## src/mjt_pkg.sv

```systemverilog
// ----------------------------------------------------------------------------
// mjt_pkg
// Shared types and constants of the minimum-jerk trajectory generator.
// ----------------------------------------------------------------------------
package mjt_pkg;

    localparam logic [15:0] STEP_COUNT_RESET = 16'd1000;
    localparam logic [16:0] Q16_ONE          = 17'h10000;
    localparam int          DIV_STEPS        = 16;
    localparam int          DIV_CNT_W        = $clog2(DIV_STEPS + 1);
    localparam logic [20:0] K_TEN            = 21'd655360;
    localparam logic [20:0] K_SIX            = 21'd6;
    localparam logic [20:0] K_FIFTEEN        = 21'd15;

    localparam logic OP_LOAD = 1'b0;
    localparam logic OP_TICK = 1'b1;

    typedef struct packed {
        logic signed [23:0] start;
        logic signed [24:0] delta;
    } mjt_entry_t;

endpackage

```

## src/mjt_div.sv

```systemverilog
// ----------------------------------------------------------------------------
// mjt_div
// Restoring divider that returns floor(dividend * 65536 / divisor), one
// quotient bit per cycle, for a dividend below the divisor.
// ----------------------------------------------------------------------------
module mjt_div (
    input  logic        clk,
    input  logic        rst_n,
    input  logic        start,
    input  logic [15:0] dividend,
    input  logic [15:0] divisor,
    output logic        done,
    output logic [15:0] quotient
);
    import mjt_pkg::*;

    logic                 busy_reg, busy_next;
    logic                 done_reg, done_next;
    logic [DIV_CNT_W-1:0] cnt_reg, cnt_next;
    logic [15:0]          rem_reg, rem_next;
    logic [15:0]          quo_reg, quo_next;
    logic [15:0]          div_reg, div_next;
    logic [16:0]          trial;
    logic                 fits;

    assign trial = {rem_reg, 1'b0};
    assign fits  = trial >= {1'b0, div_reg};

    always_comb
    begin
        busy_next = busy_reg;
        done_next = 1'b0;
        cnt_next  = cnt_reg;
        rem_next  = rem_reg;
        quo_next  = quo_reg;
        div_next  = div_reg;
        if (start)
        begin
            busy_next = 1'b1;
            cnt_next  = DIV_CNT_W'(DIV_STEPS);
            rem_next  = dividend;
            quo_next  = '0;
            div_next  = divisor;
        end
        else if (busy_reg)
        begin
            rem_next = fits ? 16'(trial - {1'b0, div_reg}) : trial[15:0];
            quo_next = {quo_reg[14:0], fits};
            cnt_next = cnt_reg - 1'b1;
            if (cnt_reg == DIV_CNT_W'(1))
            begin
                busy_next = 1'b0;
                done_next = 1'b1;
            end
        end
    end

    always_ff @(posedge clk or negedge rst_n)
    begin
        if (!rst_n)
        begin
            busy_reg <= 1'b0;
            done_reg <= 1'b0;
            cnt_reg  <= '0;
        end
        else
        begin
            busy_reg <= busy_next;
            done_reg <= done_next;
            cnt_reg  <= cnt_next;
        end
    end

    always_ff @(posedge clk)
    begin
        rem_reg <= rem_next;
        quo_reg <= quo_next;
        div_reg <= div_next;
    end

    assign done     = done_reg;
    assign quotient = quo_reg;

`ifndef NO_ASSERTIONS
    assert property (@(posedge clk) disable iff (!rst_n) start |=> busy_reg)
        else $error("divider did not start");
    assert property (@(posedge clk) disable iff (!rst_n) done_reg |-> !busy_reg)
        else $error("divider done while still busy");
`endif

endmodule

```

## src/mjt_poly.sv

```systemverilog
// ----------------------------------------------------------------------------
// mjt_poly
// Three-stage evaluation of the blend 10s^3 - 15s^4 + 6s^5 in Q0.16.
// ----------------------------------------------------------------------------
module mjt_poly (
    input  logic        clk,
    input  logic        rst_n,
    input  logic        in_valid,
    input  logic [15:0] s,
    output logic        out_valid,
    output logic [16:0] p
);
    import mjt_pkg::*;

    logic        v1_reg, v2_reg, v3_reg;
    logic [31:0] m1_reg, m1_next;
    logic [15:0] s1_reg;
    logic [31:0] m2_reg, m2_next;
    logic [19:0] k_reg, k_next;
    logic [35:0] m3_reg, m3_next;
    logic [15:0] s2;
    logic [20:0] k_full;

    assign m1_next = s * s;
    assign s2      = m1_reg[31:16];
    assign m2_next = s2 * s1_reg;
    assign k_full  = K_TEN + 21'(s2) * K_SIX - 21'(s1_reg) * K_FIFTEEN;
    assign k_next  = k_full[19:0];
    assign m3_next = 36'(m2_reg[31:16]) * 36'(k_reg);

    always_ff @(posedge clk or negedge rst_n)
    begin
        if (!rst_n)
        begin
            v1_reg <= 1'b0;
            v2_reg <= 1'b0;
            v3_reg <= 1'b0;
        end
        else
        begin
            v1_reg <= in_valid;
            v2_reg <= v1_reg;
            v3_reg <= v2_reg;
        end
    end

    always_ff @(posedge clk)
    begin
        m1_reg <= m1_next;
        s1_reg <= s;
        m2_reg <= m2_next;
        k_reg  <= k_next;
        m3_reg <= m3_next;
    end

    assign out_valid = v3_reg;
    assign p         = m3_reg[32:16];

`ifndef NO_ASSERTIONS
    assert property (@(posedge clk) disable iff (!rst_n) $onehot0({v1_reg, v2_reg, v3_reg}))
        else $error("more than one sample in the blend pipeline");
    assert property (@(posedge clk) disable iff (!rst_n) v3_reg |-> m3_reg[35:16] <= 20'(Q16_ONE))
        else $error("blend exceeds one");
`endif

endmodule

```

## src/mjt_axis_mem.sv

```systemverilog
// ----------------------------------------------------------------------------
// mjt_axis_mem
// Per-axis start and delta store with one write and one registered read port.
// Entries never loaded read as zero.
// ----------------------------------------------------------------------------
module mjt_axis_mem #(
    parameter int AXES = 4,
    parameter int AW   = 2
) (
    input  logic               clk,
    input  logic               rst_n,
    input  logic               wr_en,
    input  logic [AW-1:0]      wr_addr,
    input  mjt_pkg::mjt_entry_t wr_data,
    input  logic               rd_en,
    input  logic [AW-1:0]      rd_addr,
    output mjt_pkg::mjt_entry_t rd_data
);
    import mjt_pkg::*;

    mjt_entry_t            mem [AXES];
    logic [AXES-1:0]       loaded_reg;
    mjt_entry_t            rd_data_reg;
    logic                  rd_loaded_reg;

    always_ff @(posedge clk)
    begin
        if (wr_en)
        begin
            mem[wr_addr] <= wr_data;
        end
        if (rd_en)
        begin
            rd_data_reg <= mem[rd_addr];
        end
    end

    always_ff @(posedge clk or negedge rst_n)
    begin
        if (!rst_n)
        begin
            loaded_reg    <= '0;
            rd_loaded_reg <= 1'b0;
        end
        else
        begin
            if (wr_en)
            begin
                loaded_reg[wr_addr] <= 1'b1;
            end
            if (rd_en)
            begin
                rd_loaded_reg <= loaded_reg[rd_addr];
            end
        end
    end

    assign rd_data = rd_loaded_reg ? rd_data_reg : '0;

endmodule

```

## src/minimum_jerk_trajectory.sv

```systemverilog
// ----------------------------------------------------------------------------
// minimum_jerk_trajectory
// A load beat leaves the block idle and ready for the next beat; a tick
// beat keeps the input not ready while the bit-serial divider, the
// three-stage blend and, per axis, a memory read, a multiply and an output
// load run, and output stalls hold it longer. A tick past the end of the
// move skips the divider and the blend. Reset clears the sample index, sets
// the step count to 1000 and makes every axis read as zero until loaded.
// ----------------------------------------------------------------------------
module minimum_jerk_trajectory #(
    parameter int AXES = 4
) (
    input  logic        clk,
    input  logic        rst_n,
    input  logic        cfg_valid,
    output logic        cfg_ready,
    input  logic [15:0] cfg_data,       // step_count
    input  logic        s_axis_tvalid,
    output logic        s_axis_tready,
    input  logic [55:0] s_axis_tdata,   // axis_select, start_position, goal_position
    input  logic        s_axis_tuser,   // operation
    output logic        m_axis_tvalid,
    input  logic        m_axis_tready,
    output logic [47:0] m_axis_tdata,   // axis_index, sample_number, position
    output logic        m_axis_tlast,   // last_axis
    output logic        m_axis_tuser    // done_res
);
    import mjt_pkg::*;

    localparam int AW = (AXES > 1) ? $clog2(AXES) : 1;
    localparam logic [AW-1:0] LAST_AXIS = AW'(AXES - 1);
    localparam logic [3:0]    AXES_W4   = 4'(AXES);

    typedef enum logic [5:0] {
        ST_IDLE = 6'b000001,
        ST_DIV  = 6'b000010,
        ST_POLY = 6'b000100,
        ST_RD   = 6'b001000,
        ST_MUL  = 6'b010000,
        ST_EMIT = 6'b100000
    } state_t;

    state_t             state_reg, state_next;
    logic [15:0]        step_count_reg, step_count_next;
    logic [15:0]        sample_index_reg, sample_index_next;
    logic [15:0]        cur_index_reg, cur_index_next;
    logic               cur_done_reg, cur_done_next;
    logic [AW-1:0]      axis_reg, axis_next;
    logic [16:0]        p_reg, p_next;
    logic signed [42:0] prod_reg, prod_next;
    logic [23:0]        start_reg, start_next;
    logic               out_valid_reg, out_valid_next;
    logic [1:0]         out_axis_reg;
    logic [15:0]        out_index_reg;
    logic [23:0]        out_pos_reg;
    logic               out_last_reg;
    logic               out_done_reg;

    logic               in_fire, tick_fire, load_fire, sel_ok, emit_load;
    logic [1:0]         in_sel;
    logic signed [23:0] in_start, in_goal;
    logic [15:0]        step_n;
    logic               now_done;
    logic               div_start, div_done, poly_valid;
    logic [15:0]        div_q;
    logic [16:0]        poly_p;
    mjt_entry_t         wr_entry, rd_entry;
    logic               rd_en;

    assign in_sel    = s_axis_tdata[1:0];
    assign in_start  = s_axis_tdata[25:2];
    assign in_goal   = s_axis_tdata[49:26];
    assign s_axis_tready = (state_reg == ST_IDLE);
    assign in_fire   = s_axis_tvalid && s_axis_tready;
    assign tick_fire = in_fire && (s_axis_tuser == OP_TICK);
    assign sel_ok    = {2'b00, in_sel} < AXES_W4;
    assign load_fire = in_fire && (s_axis_tuser == OP_LOAD) && sel_ok;
    assign step_n    = (step_count_reg == 16'd0) ? 16'd1 : step_count_reg;
    assign now_done  = sample_index_reg >= step_n;
    assign cfg_ready = 1'b1;

    assign wr_entry.start = in_start;
    assign wr_entry.delta = 25'(in_goal) - 25'(in_start);

    assign emit_load = (state_reg == ST_EMIT) && (!out_valid_reg || m_axis_tready);
    assign div_start = tick_fire && !now_done;
    assign rd_en     = (state_reg == ST_RD);

    mjt_div u_div (
        .clk      (clk),
        .rst_n    (rst_n),
        .start    (div_start),
        .dividend (sample_index_reg),
        .divisor  (step_n),
        .done     (div_done),
        .quotient (div_q)
    );

    mjt_poly u_poly (
        .clk       (clk),
        .rst_n     (rst_n),
        .in_valid  (div_done),
        .s         (div_q),
        .out_valid (poly_valid),
        .p         (poly_p)
    );

    mjt_axis_mem #(
        .AXES (AXES),
        .AW   (AW)
    ) u_mem (
        .clk     (clk),
        .rst_n   (rst_n),
        .wr_en   (load_fire),
        .wr_addr (AW'(in_sel)),
        .wr_data (wr_entry),
        .rd_en   (rd_en),
        .rd_addr (axis_reg),
        .rd_data (rd_entry)
    );

    assign prod_next  = rd_entry.delta * $signed({1'b0, p_reg});
    assign start_next = rd_entry.start;

    always_comb
    begin
        state_next        = state_reg;
        step_count_next   = step_count_reg;
        sample_index_next = sample_index_reg;
        cur_index_next    = cur_index_reg;
        cur_done_next     = cur_done_reg;
        axis_next         = axis_reg;
        p_next            = p_reg;
        out_valid_next    = out_valid_reg && !m_axis_tready;

        if (cfg_valid && cfg_ready)
        begin
            step_count_next = cfg_data;
        end

        unique case (state_reg)
            ST_IDLE:
            begin
                if (load_fire)
                begin
                    sample_index_next = '0;
                end
                else if (tick_fire)
                begin
                    cur_index_next = sample_index_reg;
                    cur_done_next  = now_done;
                    axis_next      = '0;
                    if (now_done)
                    begin
                        p_next     = Q16_ONE;
                        state_next = ST_RD;
                    end
                    else
                    begin
                        sample_index_next = sample_index_reg + 16'd1;
                        state_next        = ST_DIV;
                    end
                end
            end
            ST_DIV:
            begin
                if (div_done)
                begin
                    state_next = ST_POLY;
                end
            end
            ST_POLY:
            begin
                if (poly_valid)
                begin
                    p_next     = poly_p;
                    state_next = ST_RD;
                end
            end
            ST_RD:
            begin
                state_next = ST_MUL;
            end
            ST_MUL:
            begin
                state_next = ST_EMIT;
            end
            ST_EMIT:
            begin
                if (emit_load)
                begin
                    out_valid_next = 1'b1;
                    if (axis_reg == LAST_AXIS)
                    begin
                        state_next = ST_IDLE;
                    end
                    else
                    begin
                        axis_next  = axis_reg + 1'b1;
                        state_next = ST_RD;
                    end
                end
            end
            default:
            begin
                state_next = ST_IDLE;
            end
        endcase
    end

    always_ff @(posedge clk or negedge rst_n)
    begin
        if (!rst_n)
        begin
            state_reg        <= ST_IDLE;
            step_count_reg   <= STEP_COUNT_RESET;
            sample_index_reg <= '0;
            out_valid_reg    <= 1'b0;
            axis_reg         <= '0;
        end
        else
        begin
            state_reg        <= state_next;
            step_count_reg   <= step_count_next;
            sample_index_reg <= sample_index_next;
            out_valid_reg    <= out_valid_next;
            axis_reg         <= axis_next;
        end
    end

    always_ff @(posedge clk)
    begin
        cur_index_reg <= cur_index_next;
        cur_done_reg  <= cur_done_next;
        p_reg         <= p_next;
        if (state_reg == ST_MUL)
        begin
            prod_reg  <= prod_next;
            start_reg <= start_next;
        end
        if (emit_load)
        begin
            out_axis_reg  <= 2'(axis_reg);
            out_index_reg <= cur_index_reg;
            out_pos_reg   <= start_reg + prod_reg[39:16];
            out_last_reg  <= (axis_reg == LAST_AXIS);
            out_done_reg  <= cur_done_reg;
        end
    end

    assign m_axis_tvalid = out_valid_reg;
    assign m_axis_tdata  = {6'd0, out_pos_reg, out_index_reg, out_axis_reg};
    assign m_axis_tlast  = out_last_reg;
    assign m_axis_tuser  = out_done_reg;

`ifndef NO_ASSERTIONS
    assert property (@(posedge clk) disable iff (!rst_n)
        tick_fire && now_done |=> state_reg == ST_RD && p_reg == Q16_ONE)
        else $error("finished move did not bypass the divider");
    assert property (@(posedge clk) disable iff (!rst_n)
        tick_fire && !now_done |=> sample_index_reg == $past(sample_index_reg) + 16'd1)
        else $error("sample index did not advance");
`endif

endmodule

```

## config.mk

```make
export PLATFORM = sky130hd
export DESIGN_NAME = minimum_jerk_trajectory
export DESIGN_NICKNAME = d
export VERILOG_FILES = /design/src/mjt_pkg.sv /design/src/mjt_div.sv /design/src/mjt_poly.sv /design/src/mjt_axis_mem.sv /design/src/minimum_jerk_trajectory.sv
export SDC_FILE = /design/constraint.sdc
export NUM_CORES = 2
export LEC_CHECK = 0
export ABC_CLOCK_PERIOD_IN_PS = 7600
export BUFFER_PORTS_ARGS = -buffer_cell sky130_fd_sc_hd__clkbuf_2
export CORE_ASPECT_RATIO = 2
export CORE_MARGIN = 5
export CORE_UTILIZATION = 43
export CTS_CLUSTER_SIZE = 12
export DETAILED_ROUTE_END_ITERATION = 12
export PLACE_DENSITY_LB_ADDON = 0.05
export SLEW_MARGIN = 20
export SYNTH_ARGS = -nofsm -noshare
export SYNTH_HDL_FRONTEND = slang
export SYNTH_SLANG_ARGS = --single-unit
export TNS_END_PERCENT = 20
```

## constraint.sdc

```tcl
create_clock -name clk -period 7.6 [get_ports clk]
set_clock_uncertainty 0.05 [all_clocks]
set_input_delay 1.14 -clock clk [delete_from_list [all_inputs] [get_ports clk]]
set_output_delay 1.14 -clock clk [all_outputs]
set_load 0.01 [all_outputs]
```

After elaboration in Yosys (flattened, before gate mapping)
Memory sizes are Yosys's and may differ from the RTL's. A register that Yosys moved wholly into a read port is not among the register bits.
Cells that the tools add are included.

cells by class
  order comparisons = 5
  $add $sub $neg = 8
  bitwise operators = 3
  equal/unequal tests = 16
  multipliers = 6
  multiplexer cells = 42
  reductions and logical operators = 21

operators with widths
  kind                                                 number
  two-way mux 16 bit                                   7
  two-way mux 17 bit                                   4
  multiplier 16 x 16 -> 32 bit                         2
  multiplier 25 x 18 -> 40 bit                         1
  case mux 6 bit (6 select lines)                      1
  case mux 17 bit (2 select lines)                     1
  multiplier 16 x 20 -> 33 bit                         1
  two-way mux 6 bit                                    5
  two-way mux 25 bit                                   1
  subtractor 24 x 24 -> 25 bit                         1
  adder 24 bit                                         1
  adder 20 x 19 -> 20 bit (first input constant)       1
  multiplier 16 x 4 -> 20 bit (second input constant)  1
  subtractor 20 bit                                    1
  multiplier 16 x 2 -> 18 bit (second input constant)  1
  >= comparator 17 x 16 -> 1 bit                       1
  adder 16 x 1 -> 16 bit (second input constant)       1
  >= comparator 16 bit                                 1
  logical NOT 16 bit                                   1
  subtractor 16 bit                                    1
  AND reduction 5 bit                                  3
  two-way mux 1 bit                                    12
  two-way mux 5 bit                                    2
  two-way mux 2 bit                                    4
  other kinds (25)                                     46

word-level totals
  output and inout port bits = 53
  RAM bits = 196
  logic and storage cells = 133
  memories kept = 1
  input bits = 78
  register bits = 379

memories
  name       words  bits a word  rd ports  clocked after Yosys merged registers in  wr ports  line                RTL
  u_mem.mem  4      49           1         1                                        1         mjt_axis_mem.sv:21  mjt_entry_t mem [AXES];

Depth between registers and ports, before layout
  depth after elaboration = 7
  mapped depth = 27
  mapped depth without buffers = 25

Cells and area by module
Synthesis repeated with hierarchy kept, for this count alone.

second synthesis, totals
  cells, all modules = 6221
  area total of the unflattened synthesis = 64179.1 um^2

by module, submodules not included
  module                   sequential area each (um^2)  area each (um^2)  times used  cells an instance
  mjt_poly                 1776.7                       28944.0           1           3163
  minimum_jerk_trajectory  4818.4                       22944.5           1           2375
  mjt_axis_mem             7482.2                       9148.8            1           380
  mjt_div                  1456.4                       3141.8            1           303

Worst setup path before layout
OpenSTA, ideal clock, no wires.

  path kind = register -> register
  start point = register u_mem.rd_loaded_reg
  end point = register prod_reg[39] (data pin)
  setup slack = 0.715 ns
  required time = 7.290 ns
  cell stages (with the launch flop) = 26
  arrival = 6.575 ns
  buffers on the path = 3
  setup time = 0.260 ns
  period minus slack after synthesis = 6.885 ns
  path through = dfrtp_1 clkbuf_1 clkbuf_1 and2_1 clkbuf_1 nand2_1 fa_1 inv_1 fa_1 fa_1 fa_1 fa_1 inv_1 fa_1 inv_1 ha_1 a21o_1 a21o_1 a2111oi_4 nor3_1 o31a_1 a31oi_4 o21ai_2 a31o_2 a21oi_2 xnor2_1

between the ends
  longest elaborated chain between the ends = 2

ends and longest elaborated chain
  what                          line                            RTL
  start, declared               mjt_axis_mem.sv:24              logic rd_loaded_reg;
  start signal, assigned        mjt_axis_mem.sv:53              rd_loaded_reg <= loaded_reg[rd_addr];
  two-way mux 25 bit            mjt_axis_mem.sv:58              assign rd_data = rd_loaded_reg ? rd_data_reg : '0;
  multiplier 25 x 18 -> 40 bit  minimum_jerk_trajectory.sv:122  assign prod_next = rd_entry.delta * $signed({1'b0, p_reg});
  named net prod_next[39]       minimum_jerk_trajectory.sv:50   logic signed [42:0] prod_reg, prod_next;
  end signal, assigned          minimum_jerk_trajectory.sv:238  prod_reg <= prod_next;
  end, declared                 minimum_jerk_trajectory.sv:50

The timed path passes the listed nets, and every way through them passes these cells.
A chain may end at the register's enable or synchronous reset.

Final worst setup path
Ends and elaborated chain as after synthesis.

==> impl_metrics.toml <==
[routing]
viasPerCell = 5.11
drcViolationCount = 0
wl_per_cell_um = 21.1
drtIter0Drc = 1759
wirelength_um = 173000
drt-pass1-iter-count = 7
drtAntennaViolNets = 0
route.vias.total = 41900

[cts]
cts_tree = "yes"
cts_root_buffer = "clkbuf_16"
post_cts_resize_count = 0
htreeDepth = 2
cts_hold_buf = 0
clk_latency_ps = 680
cts_buffers = 57
cts_buffer_depth = 3
cts_setup_buffers = 0
cts.clk_slew.worst_paths_ps = 70
cts.sinks = 560

[timing]
final.setup.tns_ps = 0
fmax_mhz = 140
relSlewSlack = 0.285
setup_viol = 0
rsz0062_at_grt = "false"
maxSlewViolCount = 0
hold_violations = 0
worst_slew_pin_slew_ps = 1070
period_needed_ps = 7150
timing.final.crit_share = 0.940

[synth]
ys.flop_type = "edfxtp_1"
async_reset_ff_frac = 0.100
yosys_warnings = 0
synth_cell_types = 80
syn_area_um2 = 63200
ys_seq_area_frac = 0.246
ys_ff_latch = 560
avgSynthCellArea_um2 = 10.3
netlist_instances = 6147
synth_edf_count = 403

[floorplanning]
die_w_um = 281
dieArea_um2 = 155000
die_h_um = 552
coreArea_um2 = 147000
initial_utilization = 0.431
num_rows = 199
boundaryPins = 131

[global_routing]
grt_usage = 0.227
overflow = 0
grt_pass1_vias = 47300
grt_max_degree = 86
antenna_found_initial = 5
grt_pass1_wl_um = 269000

[power_and_ir_drop]
switching_share = 0.428
p_int_w = 0.00854
clockPowerShare = 0.185
peakVddDrop_mv = 0.297
power_density_nw_per_um2 = 218
p_leak_nw = 33.6
power_frac_seq = 0.294
p_comb_frac = 0.521
power.total_w = 0.0149
switching_power_w = 0.00640

[place]
gp_congestion = 0.862
io_buffers = 117
dp_hpwl_um = 143000

[setup_path]
reg2reg_setup_slack_ps = 450
start_kind = "flop"
r2r-start = "u_mem.rd_loaded_reg$_DFFE_PN0P_"
end_kind = "flop"
worstPathArrival_ps = 7520
required_ps = 7970
r2r_cells = 23
crit_fanout = 85
path_class = "reg2reg"
timing.rr.end = "prod_reg[39]$_DFFE_PP_"

[worst_hold_path]
worst_hold_startpoint = "u_poly.v2_reg$_DFF_PN0_"
holdPathStages = 0
hp-class = "reg2reg"
hold_end = "u_poly.out_valid$_DFF_PN0_"

[layout]
syn2layout_area_growth_pct = 8.31
largest_reg_flops = 196
drive_gt1_frac = 0.0759
nets = 7906

[flow_run]
max_cap_viol_count = 0

[status]
status = "complete, no violations"
## cell usage in the layout, fill, tap and decap left out, drive strengths merged, types with 184 or more instances in the layout
cell,instances
and2,339
and3,217
buf,184
clkbuf,200
edfxtp,403
fa,1046
ha,523
inv,1398
nand2,722
nor2,194
## Yosys cell counts, types with 10 or more instances
cell,number,share of area
mux4_2,50,0.018
a21o_1,49,0.0058
a31oi_1,13,0.0013
o21ai_0,86,0.0068
xnor2_1,132,0.018
a21oi_1,128,0.010
o211ai_1,14,0.0017
or2_2,15,0.0015
nand4_1,22,0.0022
nand3_1,36,0.0029
dfrtp_1,49,0.019
o21a_1,28,0.0033
nand2b_1,32,0.0032
mux2i_1,23,0.0036
clkbuf_1,238,0.014
xor2_1,44,0.0061
a21boi_0,10,0.0012
and2_1,338,0.033
nor3_1,40,0.0032
nand2_1,722,0.043
edfxtp_1,403,0.19
ha_1,523,0.10
and3_1,217,0.021
inv_1,1395,0.083
dfxtp_1,101,0.032
nor2b_1,34,0.0034
o31ai_1,10,0.0012
fa_1,1046,0.33
a211oi_1,17,0.0020
nor2_1,193,0.011
## metal layers
metal / wire length, um / vias up / track usage
met5: 26 / - / 0
met4: 10000 / 4 / 0.106
met3: 4030 / 359 / 0.0177
met2: 103000 / 702 / 0.471
met1: 56000 / 21700 / 0.219
li1: - / 19200 / -
## critical path: stages, from the launching register on
cell and delay (ps):
dfrtp_4 670, buf_12 280, and3_1 200, fa_1 530, inv_1 70, fa_1 500
fa_1 530, inv_1 60, fa_1 480, fa_1 490, inv_1 50, fa_1 470
inv_1 40, ha_1 320, a21o_1 180, a21o_1 210, a2111oi_4 330, nor3_1 140
o31a_1 400, a31oi_4 290, o21ai_2 110, a31o_2 260, a21oi_2 150, xnor2_1 70
## power groups by stage
| stage | sequential (W) | clock, W | combinational (W) |
|---|---|---|---|
| 6_report | 0.00439 | 0.00276 | 0.00779 |
| 5_1_grt | 0.00444 | 0.00298 | 0.00898 |
| 4_1_cts | 0.00440 | 0.00287 | 0.00797 |
| 3_5_place_dp | 0.00447 | 0 | 0.00791 |
| 3_3_place_gp | 0.00446 | 0 | 0.00782 |
| 2_1_floorplan | 0.00405 | 0 | 0.00585 |
## worst max-delay path by stage
stage                                               start                   endpoint  slack (ps)  depth (start not counted)
after detailed placement  u_mem.rd_loaded_reg$_DFFE_PN0P_     prod_reg[39]$_DFFE_PP_         420                         23
after floorplan           u_mem.rd_loaded_reg$_DFFE_PN0P_     prod_reg[39]$_DFFE_PP_         720                         25
after global placement            u_poly.k_reg[6]$_DFF_P_  u_poly.m3_reg[31]$_DFF_P_         420                         24
after CTS                         u_poly.k_reg[6]$_DFF_P_  u_poly.m3_reg[31]$_DFF_P_         400                         24
after global routing            u_poly.m2_reg[17]$_DFF_P_  u_poly.m3_reg[31]$_DFF_P_          80                         24
final                     u_mem.rd_loaded_reg$_DFFE_PN0P_     prod_reg[39]$_DFFE_PP_         450                         23
## cell families (layout without fill, tap and decap cells)
logic type / after synthesis / after routing / share of synthesized area
other: 2 / 9 / 0.000119
xor gates and xnor gates: 176 / 176 / 0.0244
AOI/OAI and AO/OA: 421 / 421 / 0.0433
DFF: 560 / 560 / 0.246
muxes: 77 / 77 / 0.0222
buffers and inverters: 1648 / 1791 / 0.0985
adders and majority gates: 1569 / 1569 / 0.435
and+or+nand+nor: 1694 / 1694 / 0.131
## area by class of cell
type | count | area (um^2)
inverter | 1396 | 5240
clock buffer | 84 | 1580
fill | 14100 | 78200
timing repair buffer | 300 | 1980
clock inverter | 11 | 196
tap | 1909 | 2390
antenna | 2 | 5.00
sequential | 560 | 15500
multi-input combinational | 3944 | 41500
## per-stage QoR
step	cell area [um^2]	setup slack (ps)	utilization	hold WS (ps)	cells
floorplan	63200	715	-	279	6152
global placement	66700	423	0.455	290	8109
detailed placement	66700	419	0.455	286	8109
CTS	68400	398	0.467	292	8204
global route	68400	84.5	0.467	301	8205
finish	68400	453	0.467	285	8206
(Power assumes the default switching activity.)
